==> src/sv/integer_to_ascii_formatter_assert.svh <==
// Assertion macros used by the top level of the integer to ASCII formatter RTL.
`ifndef INTEGER_TO_ASCII_FORMATTER_ASSERT_SVH
`define INTEGER_TO_ASCII_FORMATTER_ASSERT_SVH

// Check that cons holds in the same cycle as ante.
`define I2A_ASSERT_IMP(lbl, ante, cons, msg) \
	lbl: assert property (@(posedge clk) disable iff (!arst_n) (ante) |-> (cons)) \
		else $error(msg);

// Check that cons holds in the cycle after ante.
`define I2A_ASSERT_NEXT(lbl, ante, cons, msg) \
	lbl: assert property (@(posedge clk) disable iff (!arst_n) (ante) |=> (cons)) \
		else $error(msg);

`endif

==> src/sv/i2a_pkg.sv <==
// Package with codes, command and status types and the digit encoder of the formatter.
`timescale 1ns / 1ps
package i2a_pkg;

	localparam int KIND_W  = 3;
	localparam int VALUE_W = 64;
	localparam int CHAR_W  = 8;

	localparam logic [KIND_W-1:0] KIND_SDEC = 3'd0;
	localparam logic [KIND_W-1:0] KIND_UDEC = 3'd1;
	localparam logic [KIND_W-1:0] KIND_OCT  = 3'd2;
	localparam logic [KIND_W-1:0] KIND_HEXL = 3'd3;
	localparam logic [KIND_W-1:0] KIND_HEXU = 3'd4;
	localparam logic [KIND_W-1:0] KIND_PTR  = 3'd5;
	localparam logic [KIND_W-1:0] KIND_CHAR = 3'd6;

	localparam int NUM_NIBBLES   = 16;
	localparam int NIB_IDX_W     = $clog2(NUM_NIBBLES);
	localparam int DEC_DIGITS    = 10;
	localparam int OCT_DIGITS    = 11;
	localparam int BIN_W         = 32;
	localparam int BITS_PER_STEP = 4;
	localparam int DABBLE_STEPS  = BIN_W / BITS_PER_STEP;
	localparam int STEP_CNT_W    = $clog2(DABBLE_STEPS);

	localparam logic [CHAR_W-1:0] ASCII_ZERO  = 8'h30;
	localparam logic [CHAR_W-1:0] ASCII_MINUS = 8'h2d;
	localparam logic [CHAR_W-1:0] ASCII_X     = 8'h78;
	localparam logic [CHAR_W-1:0] ASCII_LA    = 8'h61;
	localparam logic [CHAR_W-1:0] ASCII_UA    = 8'h41;

	typedef enum logic [2:0] {
		SEL_MINUS,
		SEL_ZERO,
		SEL_X,
		SEL_DIGIT,
		SEL_BYTE
	} sel_t;

	typedef struct packed {
		logic load;
		logic dabble;
		logic count;
		logic emit;
		logic dec_idx;
		sel_t sel;
		logic last;
		logic upper;
	} cmd_t;

	typedef struct packed {
		logic neg_in;
		logic idx_zero;
		logic out_free;
	} status_t;

	function automatic logic [CHAR_W-1:0] digit_char(input logic [3:0] nib, input logic upper);
		logic [CHAR_W-1:0] base;
		base = upper ? ASCII_UA : ASCII_LA;
		if (nib < 4'd10) begin
			return ASCII_ZERO + {4'b0, nib};
		end else begin
			return base + {4'b0, nib} - 8'd10;
		end
	endfunction

endpackage

==> src/sv/integer_to_ascii_formatter.sv <==
// Top level of the integer to ASCII formatter: controller, datapath and checks.
//
// Usage: present a request beat (kind, value) on in_valid/in_ready. The block
// answers with a stream of character beats on out_valid/out_ready, most
// significant character first, with last set on the final one. Kinds: signed
// decimal, unsigned decimal, octal, lower and upper hex on the low 32 bits,
// pointer ("0x" plus hex of all 64 bits) and a raw character. Kind 7 is
// accepted and dropped without any output beat.
// Timing: after the request beat, decimal kinds pass through the binary to BCD
// unit (four bits a cycle), every numeric kind then locates its leading digit,
// and each character then passes through the output register; at most 18
// characters are emitted per request.
// One request is in work at a time; in_ready rises as soon as the last
// character sits in the output register, so the next request is taken while
// that beat still waits.
// Reset clears the controller and the output valid flag; a stalled receiver
// simply holds the current character beat and pauses the character loop.
`timescale 1ns / 1ps
module integer_to_ascii_formatter (
	input  logic                        clk,
	input  logic                        arst_n,
	input  logic                        in_valid,
	output logic                        in_ready,
	input  logic [i2a_pkg::KIND_W-1:0]  kind,
	input  logic [i2a_pkg::VALUE_W-1:0] value,
	output logic                        out_valid,
	input  logic                        out_ready,
	output logic [i2a_pkg::CHAR_W-1:0]  out_char,
	output logic                        last
);
	import i2a_pkg::*;

	`include "integer_to_ascii_formatter_assert.svh"

	cmd_t    cmd;
	status_t st;

	// Sequence the request: load, convert decimal values, count, then emit beat by beat.
	i2a_ctrl u_ctrl (
		.clk      (clk),
		.arst_n   (arst_n),
		.in_valid (in_valid),
		.in_ready (in_ready),
		.kind     (kind),
		.st       (st),
		.cmd      (cmd)
	);

	// Hold the digits and drive the output register.
	i2a_datapath u_datapath (
		.clk       (clk),
		.arst_n    (arst_n),
		.kind      (kind),
		.value     (value),
		.cmd       (cmd),
		.st        (st),
		.out_valid (out_valid),
		.out_ready (out_ready),
		.out_char  (out_char),
		.last      (last)
	);

	// A character may only enter an output register that is free.
	`I2A_ASSERT_IMP(a_emit_free, cmd.emit, st.out_free, "character loaded over a held beat")
	// While waiting for a request, no character is produced.
	`I2A_ASSERT_IMP(a_idle_quiet, in_ready, !cmd.emit && !cmd.dabble, "work while idle")
	// After the final character, take the next request at once.
	`I2A_ASSERT_NEXT(a_last_idle, cmd.emit && cmd.last, in_ready, "no return to idle after last")

endmodule

==> src/sv/i2a_datapath.sv <==
// Datapath of the formatter: digit buffer, binary to BCD unit and output register.
`timescale 1ns / 1ps
module i2a_datapath (
	input  logic                        clk,
	input  logic                        arst_n,
	input  logic [i2a_pkg::KIND_W-1:0]  kind,
	input  logic [i2a_pkg::VALUE_W-1:0] value,
	input  i2a_pkg::cmd_t               cmd,
	output i2a_pkg::status_t            st,
	output logic                        out_valid,
	input  logic                        out_ready,
	output logic [i2a_pkg::CHAR_W-1:0]  out_char,
	output logic                        last
);
	import i2a_pkg::*;

	logic [NUM_NIBBLES-1:0][3:0] dig_q;
	logic [BIN_W-1:0]            bin_q;
	logic [NIB_IDX_W-1:0]        idx_q;
	logic                        out_valid_q;
	logic [CHAR_W-1:0]           out_char_q;
	logic                        last_q;

	logic [BIN_W-1:0]            lo;
	logic [NUM_NIBBLES-1:0][3:0] oct_nib;
	logic [DEC_DIGITS-1:0][3:0]  bcd_nxt;
	logic [BIN_W-1:0]            bin_nxt;
	logic [NIB_IDX_W-1:0]        top_nib;
	logic [CHAR_W-1:0]           char_nxt;

	assign lo = value[BIN_W-1:0];

	// Spread the octal digits of the low word over nibbles.
	always_comb begin
		logic [3*OCT_DIGITS-1:0] lo_ext;
		lo_ext  = {{(3*OCT_DIGITS-BIN_W){1'b0}}, lo};
		oct_nib = '0;
		for (int i = 0; i < OCT_DIGITS; i++) begin
			oct_nib[i] = {1'b0, lo_ext[3*i +: 3]};
		end
	end

	// Shift-add-3 over several bits per cycle.
	always_comb begin
		logic [DEC_DIGITS*4+BIN_W-1:0] sh;
		logic [DEC_DIGITS-1:0][3:0]    d;
		logic [BIN_W-1:0]              b;
		d = dig_q[DEC_DIGITS-1:0];
		b = bin_q;
		for (int s = 0; s < BITS_PER_STEP; s++) begin
			for (int i = 0; i < DEC_DIGITS; i++) begin
				if (d[i] >= 4'd5) begin
					d[i] = d[i] + 4'd3;
				end
			end
			sh = {d, b} << 1;
			d  = sh[DEC_DIGITS*4+BIN_W-1:BIN_W];
			b  = sh[BIN_W-1:0];
		end
		bcd_nxt = d;
		bin_nxt = b;
	end

	// Locate the most significant non-zero digit; zero keeps one digit.
	always_comb begin
		top_nib = '0;
		for (int i = 0; i < NUM_NIBBLES; i++) begin
			if (dig_q[i] != 4'd0) begin
				top_nib = NIB_IDX_W'(i);
			end
		end
	end

	always_comb begin
		unique case (cmd.sel)
			SEL_MINUS: char_nxt = ASCII_MINUS;
			SEL_ZERO:  char_nxt = ASCII_ZERO;
			SEL_X:     char_nxt = ASCII_X;
			SEL_DIGIT: char_nxt = digit_char(dig_q[idx_q], cmd.upper);
			SEL_BYTE:  char_nxt = {dig_q[1], dig_q[0]};
			default:   char_nxt = ASCII_ZERO;
		endcase
	end

	always_ff @(posedge clk) begin
		if (cmd.load) begin
			unique case (kind)
				KIND_SDEC: begin
					bin_q <= lo[BIN_W-1] ? (~lo + 1'b1) : lo;
					dig_q <= '0;
				end
				KIND_UDEC: begin
					bin_q <= lo;
					dig_q <= '0;
				end
				KIND_OCT:             dig_q <= oct_nib;
				KIND_HEXL, KIND_HEXU: dig_q <= {{(VALUE_W-BIN_W){1'b0}}, lo};
				default:              dig_q <= value;
			endcase
		end else if (cmd.dabble) begin
			dig_q[DEC_DIGITS-1:0] <= bcd_nxt;
			bin_q                 <= bin_nxt;
		end
		if (cmd.count) begin
			idx_q <= top_nib;
		end else if (cmd.dec_idx) begin
			idx_q <= idx_q - 1'b1;
		end
		if (cmd.emit) begin
			out_char_q <= char_nxt;
			last_q     <= cmd.last;
		end
	end

	always_ff @(posedge clk or negedge arst_n) begin
		if (!arst_n) begin
			out_valid_q <= 1'b0;
		end else if (cmd.emit) begin
			out_valid_q <= 1'b1;
		end else if (out_ready) begin
			out_valid_q <= 1'b0;
		end
	end

	assign st.neg_in   = lo[BIN_W-1];
	assign st.idx_zero = (idx_q == '0);
	assign st.out_free = !out_valid_q || out_ready;

	assign out_valid = out_valid_q;
	assign out_char  = out_char_q;
	assign last      = last_q;

endmodule

==> src/sv/i2a_ctrl.sv <==
// Controller state machine of the formatter.
`timescale 1ns / 1ps
module i2a_ctrl (
	input  logic                       clk,
	input  logic                       arst_n,
	input  logic                       in_valid,
	output logic                       in_ready,
	input  logic [i2a_pkg::KIND_W-1:0] kind,
	input  i2a_pkg::status_t           st,
	output i2a_pkg::cmd_t              cmd
);
	import i2a_pkg::*;

	localparam logic [2:0] S_IDLE  = 3'd0;
	localparam logic [2:0] S_CONV  = 3'd1;
	localparam logic [2:0] S_COUNT = 3'd2;
	localparam logic [2:0] S_PRE   = 3'd3;
	localparam logic [2:0] S_EMIT  = 3'd4;
	localparam logic [2:0] S_BYTE  = 3'd5;

	logic [2:0]            state_q, state_d;
	logic [KIND_W-1:0]     kind_q;
	logic                  neg_q;
	logic                  pre_q;
	logic [STEP_CNT_W-1:0] cnt_q;
	logic                  accept;

	assign in_ready = (state_q == S_IDLE);
	assign accept   = in_valid && in_ready;

	always_comb begin
		state_d     = state_q;
		cmd         = '0;
		cmd.sel     = SEL_DIGIT;
		cmd.upper   = (kind_q == KIND_HEXU);
		unique case (state_q)
			S_IDLE: begin
				if (accept) begin
					cmd.load = 1'b1;
					if (kind == KIND_SDEC || kind == KIND_UDEC) begin
						state_d = S_CONV;
					end else if (kind == KIND_CHAR) begin
						state_d = S_BYTE;
					end else if (kind == KIND_OCT || kind == KIND_HEXL ||
						kind == KIND_HEXU || kind == KIND_PTR) begin
						state_d = S_COUNT;
					end
				end
			end
			S_CONV: begin
				cmd.dabble = 1'b1;
				if (cnt_q == STEP_CNT_W'(DABBLE_STEPS - 1)) begin
					state_d = S_COUNT;
				end
			end
			S_COUNT: begin
				cmd.count = 1'b1;
				state_d   = (neg_q || kind_q == KIND_PTR) ? S_PRE : S_EMIT;
			end
			S_PRE: begin
				if (st.out_free) begin
					cmd.emit = 1'b1;
					if (neg_q) begin
						cmd.sel = SEL_MINUS;
						state_d = S_EMIT;
					end else if (!pre_q) begin
						cmd.sel = SEL_ZERO;
					end else begin
						cmd.sel = SEL_X;
						state_d = S_EMIT;
					end
				end
			end
			S_EMIT: begin
				if (st.out_free) begin
					cmd.emit    = 1'b1;
					cmd.dec_idx = 1'b1;
					cmd.last    = st.idx_zero;
					if (st.idx_zero) begin
						state_d = S_IDLE;
					end
				end
			end
			S_BYTE: begin
				if (st.out_free) begin
					cmd.emit = 1'b1;
					cmd.sel  = SEL_BYTE;
					cmd.last = 1'b1;
					state_d  = S_IDLE;
				end
			end
			default: state_d = S_IDLE;
		endcase
	end

	always_ff @(posedge clk or negedge arst_n) begin
		if (!arst_n) begin
			state_q <= S_IDLE;
			kind_q  <= KIND_SDEC;
			neg_q   <= 1'b0;
			pre_q   <= 1'b0;
			cnt_q   <= '0;
		end else begin
			state_q <= state_d;
			if (accept) begin
				kind_q <= kind;
				neg_q  <= (kind == KIND_SDEC) && st.neg_in;
				pre_q  <= 1'b0;
				cnt_q  <= '0;
			end else begin
				if (cmd.dabble) begin
					cnt_q <= cnt_q + 1'b1;
				end
				if (state_q == S_PRE && cmd.emit) begin
					pre_q <= 1'b1;
				end
			end
		end
	end

endmodule

==> config.mk <==
export PLATFORM = sky130hd
export DESIGN_NAME = integer_to_ascii_formatter
export DESIGN_NICKNAME = d
export VERILOG_FILES = /design/src/sv/i2a_pkg.sv /design/src/sv/integer_to_ascii_formatter.sv /design/src/sv/i2a_datapath.sv /design/src/sv/i2a_ctrl.sv
export VERILOG_INCLUDE_DIRS = /design/src /design/src/sv
export SDC_FILE = /design/constraint.sdc
export NUM_CORES = 1
export LEC_CHECK = 0
export BUFFER_PORTS_ARGS = -buffer_cell sky130_fd_sc_hd__buf_2
export CORE_AREA = 10 10 141 272
export CTS_CLUSTER_SIZE = 14
export DETAILED_ROUTE_END_ITERATION = 10
export DIE_AREA = 0 0 151 282
export SLEW_MARGIN = 20
export SYNTH_ARGS = -nofsm -noshare
export SYNTH_HDL_FRONTEND = slang
export SYNTH_SLANG_ARGS = --single-unit
==> constraint.sdc <==
create_clock -name clk -period 9.8 [get_ports clk]
set_clock_uncertainty 0.2 [all_clocks]
set_input_delay 0 -clock clk [delete_from_list [all_inputs] [get_ports clk]]
set_output_delay 0 -clock clk [all_outputs]
set_load 0.02 [all_outputs]
# After elaboration in Yosys (flattened, before gate mapping)
# Cells that the tools add are included.
[word_totals] in_bits=71 output_inout_bits=11 register_bits=121 word_cells=283
[classes] muxes=103 bitwise=1 order_cmp=42 eq_ne=26 reduce_logical=39 n_addsub=46
[op_table] op="two-way mux 4 bit" count=48
[op_table] op="case mux 64 bit (3 select lines)" count=1
[op_table] op="greater-or-equal comparator 4 x 3 -> 1 bit (second input constant)" count=40
[op_table] op="adder 4 x 2 -> 4 bit (second input constant)" count=36
[op_table] op="two-way mux 32 bit" count=3
[op_table] op="two-way mux 40 bit" count=2
[op_table] op="two-way mux 3 bit" count=23
[op_table] op="case mux 32 bit (2 select lines)" count=1
[op_table] op="nonzero test 4 bit" count=15
[op_table] op="adder 32 x 1 -> 32 bit (second input constant)" count=1
[op_table] op="inverter 32 bit" count=1
[op_table] op="case mux 8 bit (4 select lines)" count=1
[op_table] op="equality test 3 bit (second input constant)" count=9
[op_table] op="equality test 3 x 2 -> 1 bit (second input constant)" count=6
[op_table] op="case mux 3 bit (6 select lines)" count=1
[op_table] op="binary-select mux 4 bit (select 4 bit)" count=1
[op_table] op="adder 3 x 2 -> 3 bit (second input constant)" count=4
[op_table] op="two-way mux 1 bit" count=12
[op_table] op="two-way mux 2 bit" count=5
[op_table] op="nonzero test 2 bit" count=5
[op_table] op="logical NOT 3 bit" count=3
[op_table] op="adder 8 x 4 -> 8 bit" count=1
[op_table] op="two-way mux 8 bit" count=1
[op_table] op="inequality test 2 bit (second input constant)" count=4
[op_table] op="20 further kinds" count=33

# Logic depth before layout (Yosys ltp)
[depth] ltp_word=17 mapped_depth=19 mapped_depth_nobuf=19

# Hierarchy
# From an unflattened synthesis, not the netlist that was laid out.
[hier_totals] hier_cells=1338 hier_area_um2=11659.9
[modules_own_cells] mod="i2a_datapath" instances=1 cells_per_inst=1261 seq_area_each_um2=3298.2 area_each_um2=10913.0
[modules_own_cells] mod="i2a_ctrl" instances=1 cells_per_inst=77 seq_area_each_um2=275.3 area_each_um2=747.0

# Worst setup path after synthesis
# Ideal clock, no wire load.
[synth_path] path_kind="reg-to-reg" start="register u_datapath.dig_q[20] in the netlist's numbering" end="register u_datapath.dig_q[24] in the netlist's numbering, data pin" arrival_time_ns=3.264 stages_incl_launch_ff=17 path_slack_ns=6.065 t_required_ns=9.330 period_less_slack_ns=3.735 setup_ns=0.270 n_path_buf=0 path_cell_list="edfxtp_1 -> inv_1 -> ha_1 -> nand2b_1 -> a21oi_1 -> xnor2_1 -> ha_1 -> inv_1 -> a21o_1 -> a31oi_1 -> inv_1 -> ha_1 -> or3_1 -> a21oi_1 -> a21oi_1 -> xnor2_1 -> a21oi_1"
[synth_via] elab_chain_cells=10 elab_cells_between_ends=14 cone_classes="4 x add/sub; 4 x order compare; 6 x mux"
[synth_lines] element="start, declared" line_no="i2a_datapath.sv:17" source="logic [NUM_NIBBLES-1:0][3:0] dig_q;"
[synth_lines] element="start signal, assigned" line_no="i2a_datapath.sv:96" source="KIND_OCT: dig_q <= oct_nib;"
[synth_lines] element="start signal, assigned" line_no="i2a_datapath.sv:97" source="KIND_HEXL, KIND_HEXU: dig_q <= {{(VALUE_W-BIN_W){1'b0}}, lo};"
[synth_lines] element="start signal, assigned" line_no="i2a_datapath.sv:98" source="default: dig_q <= value;"
[synth_lines] element="adder 4 x 2 -> 4 bit / greater-or-equal comparator 4 x 3 -> 1 bit (equally long branches)" line_no="i2a_datapath.sv:53, i2a_datapath.sv:52"
[synth_lines] element="two-way mux 4 bit *" line_no="i2a_datapath.sv:52" source="if (d[i] >= 4'd5) begin"
[synth_lines] element="adder 4 x 2 -> 4 bit / greater-or-equal comparator 4 x 3 -> 1 bit (equally long branches)" line_no="i2a_datapath.sv:53, i2a_datapath.sv:52"
[synth_lines] element="two-way mux 4 bit *" line_no="i2a_datapath.sv:52"
[synth_lines] element="adder 4 x 2 -> 4 bit / greater-or-equal comparator 4 x 3 -> 1 bit (equally long branches)" line_no="i2a_datapath.sv:53, i2a_datapath.sv:52"
[synth_lines] element="two-way mux 4 bit *" line_no="i2a_datapath.sv:52"
[synth_lines] element="adder 4 x 2 -> 4 bit / greater-or-equal comparator 4 x 3 -> 1 bit (equally long branches)" line_no="i2a_datapath.sv:53, i2a_datapath.sv:52"
[synth_lines] element="two-way mux 4 bit *" line_no="i2a_datapath.sv:52"
[synth_lines] element="two-way mux 40 bit *" line_no="i2a_datapath.sv:100" source="end else if (cmd.dabble) begin"
[synth_lines] element="two-way mux 40 bit *" line_no="i2a_datapath.sv:86" source="if (cmd.load) begin"
# Every way passes the cells marked *; elsewhere a longest branch is shown, timed or not. The select of a mux whose other input is x is not followed.
# A chain may end at the register's enable or synchronous reset.

# Worst setup path after layout
# Same ends and word-level chain as after synthesis.

==> impl_metrics.env <==
export IMPL_rr_worst_depth=16
export IMPL_hold_viol=0
export IMPL_drt_total_wl_um=34200
export IMPL_hold_path_endpoint="u_datapath.dig_q[50]"
export IMPL_synthDistinctLibCells=95
export IMPL_antenna_found_initial=0
export IMPL_worstSetupPathType="flop to flop"
export IMPL_avgSynthCellArea_sq_um=8.42
export IMPL_syn_inst=1346
export IMPL_synth_fa_ha_area_share_pct=5.19
export IMPL_nNetsFinal=1596
export IMPL_synth_edff_count=109
export IMPL_synth_compound_area_share_pct=26.5
export IMPL_synth_nets=1464
export IMPL_grt_usage_pct=16.1
export IMPL_grt_pass1_vias=10648
export IMPL_worst_path_most_repeated_cell="a21oi_1"
export IMPL_die_x_um=151
export IMPL_min_delay_start="value[50]"
export IMPL_post_route_min_period_ns=4.23
export IMPL_synthArstFlopShare_pct=9.92
export IMPL_fin_ws_ns=5.57
export IMPL_wl_per_cell_um=17.7
export IMPL_diodes=0
export IMPL_syn_area_sq_um=11300
export IMPL_final_antenna_net_count=0
export IMPL_post_route_util_pct=40.1
export IMPL_layout_common_cells="140 x nand2_1, 126 x a21oi_1, 109 x edfxtp_1"
export IMPL_insertion_delay_ns=0.44
export IMPL_cts_root_buf="clkbuf_16"
export IMPL_grt_overflow=0
export IMPL_synth_top_area_cell="edfxtp_1"
export IMPL_mostFrequentLayoutCell="nand2_1"
export IMPL_yosysTopAreaCellShare_pct=28.9
export IMPL_hold_class="input port to flop"
export IMPL_dp_hpwl_um=25800
export IMPL_pin_count=82
export IMPL_start_util_pct=33.2
export IMPL_post_cts_setup_buffers=0
export IMPL_synthMuxAreaShare_pct=6.55
export IMPL_grt_max_degree=84
export IMPL_synth_seq_area_share_pct=31.5
export IMPL_synth_simple_area_share_pct=19.9
export IMPL_cts_sinks=121
export IMPL_start_kind="flop"
export IMPL_worst_path_buf_inv=3
export IMPL_cap_viol_max_count=0
export IMPL_worstReg2RegEnd="u_datapath.dig_q[24]"
export IMPL_num_rows=96
export IMPL_postCtsHoldBufs=87
export IMPL_drc_errors=0
export IMPL_synth_top_family_by_area="compound AO/OA/AOI/OAI gates"
export IMPL_htree_levels=4
export IMPL_cts_resized=0
export IMPL_cts_buffers=17
export IMPL_place_congestion=0.889
export IMPL_drt_iter0_drc=724
export IMPL_io_buffer_count=81
export IMPL_vias=10705
export IMPL_setup_tns_ns=0
export IMPL_reg2reg_from="u_datapath.dig_q[20]"
export IMPL_setup_violations=0
export IMPL_slew_headroom_pct=31.4
export IMPL_dieArea_sq_um=42600
export IMPL_yosys_warnings=0
export IMPL_fin_hold_ws_ns=0.181
export IMPL_rsz0062_at_grt="false"
export IMPL_period_share_pct=43.2
export IMPL_grt_pass1_wl_um=54800
export IMPL_min_path_cells=3
export IMPL_ys_top_cells_by_area="edfxtp_1 29%, a21oi_1 5.6%, ha_1 5.2%"
export IMPL_layout_drive_gt1_share_pct=13.8
export IMPL_syn2layout_area_growth_pct=20.7
export IMPL_clk_pin_slew_ns=0.06
export IMPL_ys_flop_type="edfxtp_1"
export IMPL_status="completed"
export IMPL_cp_data_required_time_ns=9.76
export IMPL_crit_family="compound AO/OA/AOI/OAI gates"
export IMPL_worstMarginPinSlew_ns=1.03
export IMPL_via_per_inst=5.54
export IMPL_ys_ff_latch=121
export IMPL_die_height_um=282
export IMPL_cp_slowest_cell="edfxtp_1"
export IMPL_cts_tree="yes"
export IMPL_fmax_mhz=236
export IMPL_arrival_ns=4.20
export IMPL_drt_pass1_iter_count=7
export IMPL_end_kind="flop"
export IMPL_drv_slew=0
export IMPL_path_cells="inv_1 > ha_1 > nand2b_1 > a21oi_1 > xnor2_1 > ha_1 > inv_1 > a21o_1 > a31oi_1 > inv_1 > ha_1 > or3_1 > a21oi_1 > a21oi_1 > xnor2_1 > a21oi_1"
export IMPL_crit_path_max_incr_delay_ns=0.43
export IMPL_clockBufferDepth=2
export IMPL_worst_path_max_fanout=7
export IMPL_synth_xor_area_share_pct=5.43
export IMPL_ff2ff_setup_slack_ns=5.57
export IMPL_coreArea_sq_um=34100
export IMPL_place_ws_ns=5.62
-- sequential cells by signal, summed over array words and instances, names as in the netlist --
name / cells
u_datapath.bin_q: 32
u_datapath.out_valid: 1
u_ctrl.cnt_q: 3
u_datapath.out_char: 8
u_datapath.dig_q: 64
u_datapath.idx_q: 4
u_ctrl.pre_q: 1
u_ctrl.kind_q: 3
u_ctrl.state_q: 3
u_datapath.last: 1
u_ctrl.neg_q: 1
-- cell usage after synthesis, drive strengths merged (12+ instances only) --
cell / number
a21o: 13
a31oi: 20
nand2b: 30
clkbuf: 44
o211ai: 22
mux2i: 37
edfxtp: 109
buf: 19
inv: 74
o21ai: 138
xnor2: 47
nand2: 141
a21oi: 130
nor2b: 15
nor4: 16
ha: 47
dfrtp: 12
nand3: 30
xor2: 19
nor3b: 12
o31ai: 14
a221oi: 23
and2: 38
nor2: 95
mux2: 17
or2: 14
nor3: 26
-- cell families (layout without fill, tap and decap cells) --
group           count (synthesis)  after routing
xor+xnor                       66             66
compound gates                462            462
buf+inv                       137            282
fa+ha+maj                      47             47
flops                         121            121
simple gates                  451            451
mux                            62             62
-- worst reg2reg max path, stage by stage, from the launching register on --
cell and delay (ns):
edfxtp_1 0.43, inv_1 0.12, ha_1 0.26, nand2b_1 0.09, a21oi_1 0.23, xnor2_1 0.30, ha_1 0.23, inv_1 0.06
a21o_1 0.15, a31oi_1 0.42, inv_1 0.10, ha_1 0.22, or3_1 0.37, a21oi_1 0.38, a21oi_1 0.14, xnor2_1 0.18
a21oi_1 0.08
-- routing by layer --
layer / vias up / track usage (%) / routed length [um]
met5: - / 0 / 0
met4: 0 / 5.80 / 876
met3: 48 / 2.59 / 1290
met2: 270 / 30.1 / 18600
met1: 5144 / 17.6 / 13400
li1: 5243 / - / -
-- how the worst max path moves through the flow --
stage	from	to	cells past startpoint
floorplan	u_datapath.dig_q[20]	u_datapath.dig_q[24]	16
global placement	u_datapath.dig_q[20]	u_datapath.dig_q[24]	16
detailed placement	u_datapath.dig_q[20]	u_datapath.dig_q[24]	16
CTS	u_datapath.dig_q[20]	u_datapath.dig_q[24]	16
global route	u_datapath.dig_q[36]	u_datapath.dig_q[38]	17
finish	u_datapath.dig_q[20]	u_datapath.dig_q[24]	16
-- metrics by stage --
step / std cells / cell area [sq um]
floorplan: 1346 / 11300
global placement: 1813 / 12100
global route: 1932 / 13700
finish: 1932 / 13700
CTS: 1932 / 13700
detailed placement: 1813 / 12100
-- final cells by class --
cell class              count  area, sq um
multi-input cells        1088         7240
flip-flops and latches    121         3570
clock inverters            11          241
inverters                  74          278
well taps                 441          552
fillers                  3374        20400
repair buffers            176         1340
clock buffers              21          460
Power is left out: the tool's default activity adds up to more than one toggle a clock period on the data nets, which glitch-free logic cannot reach.
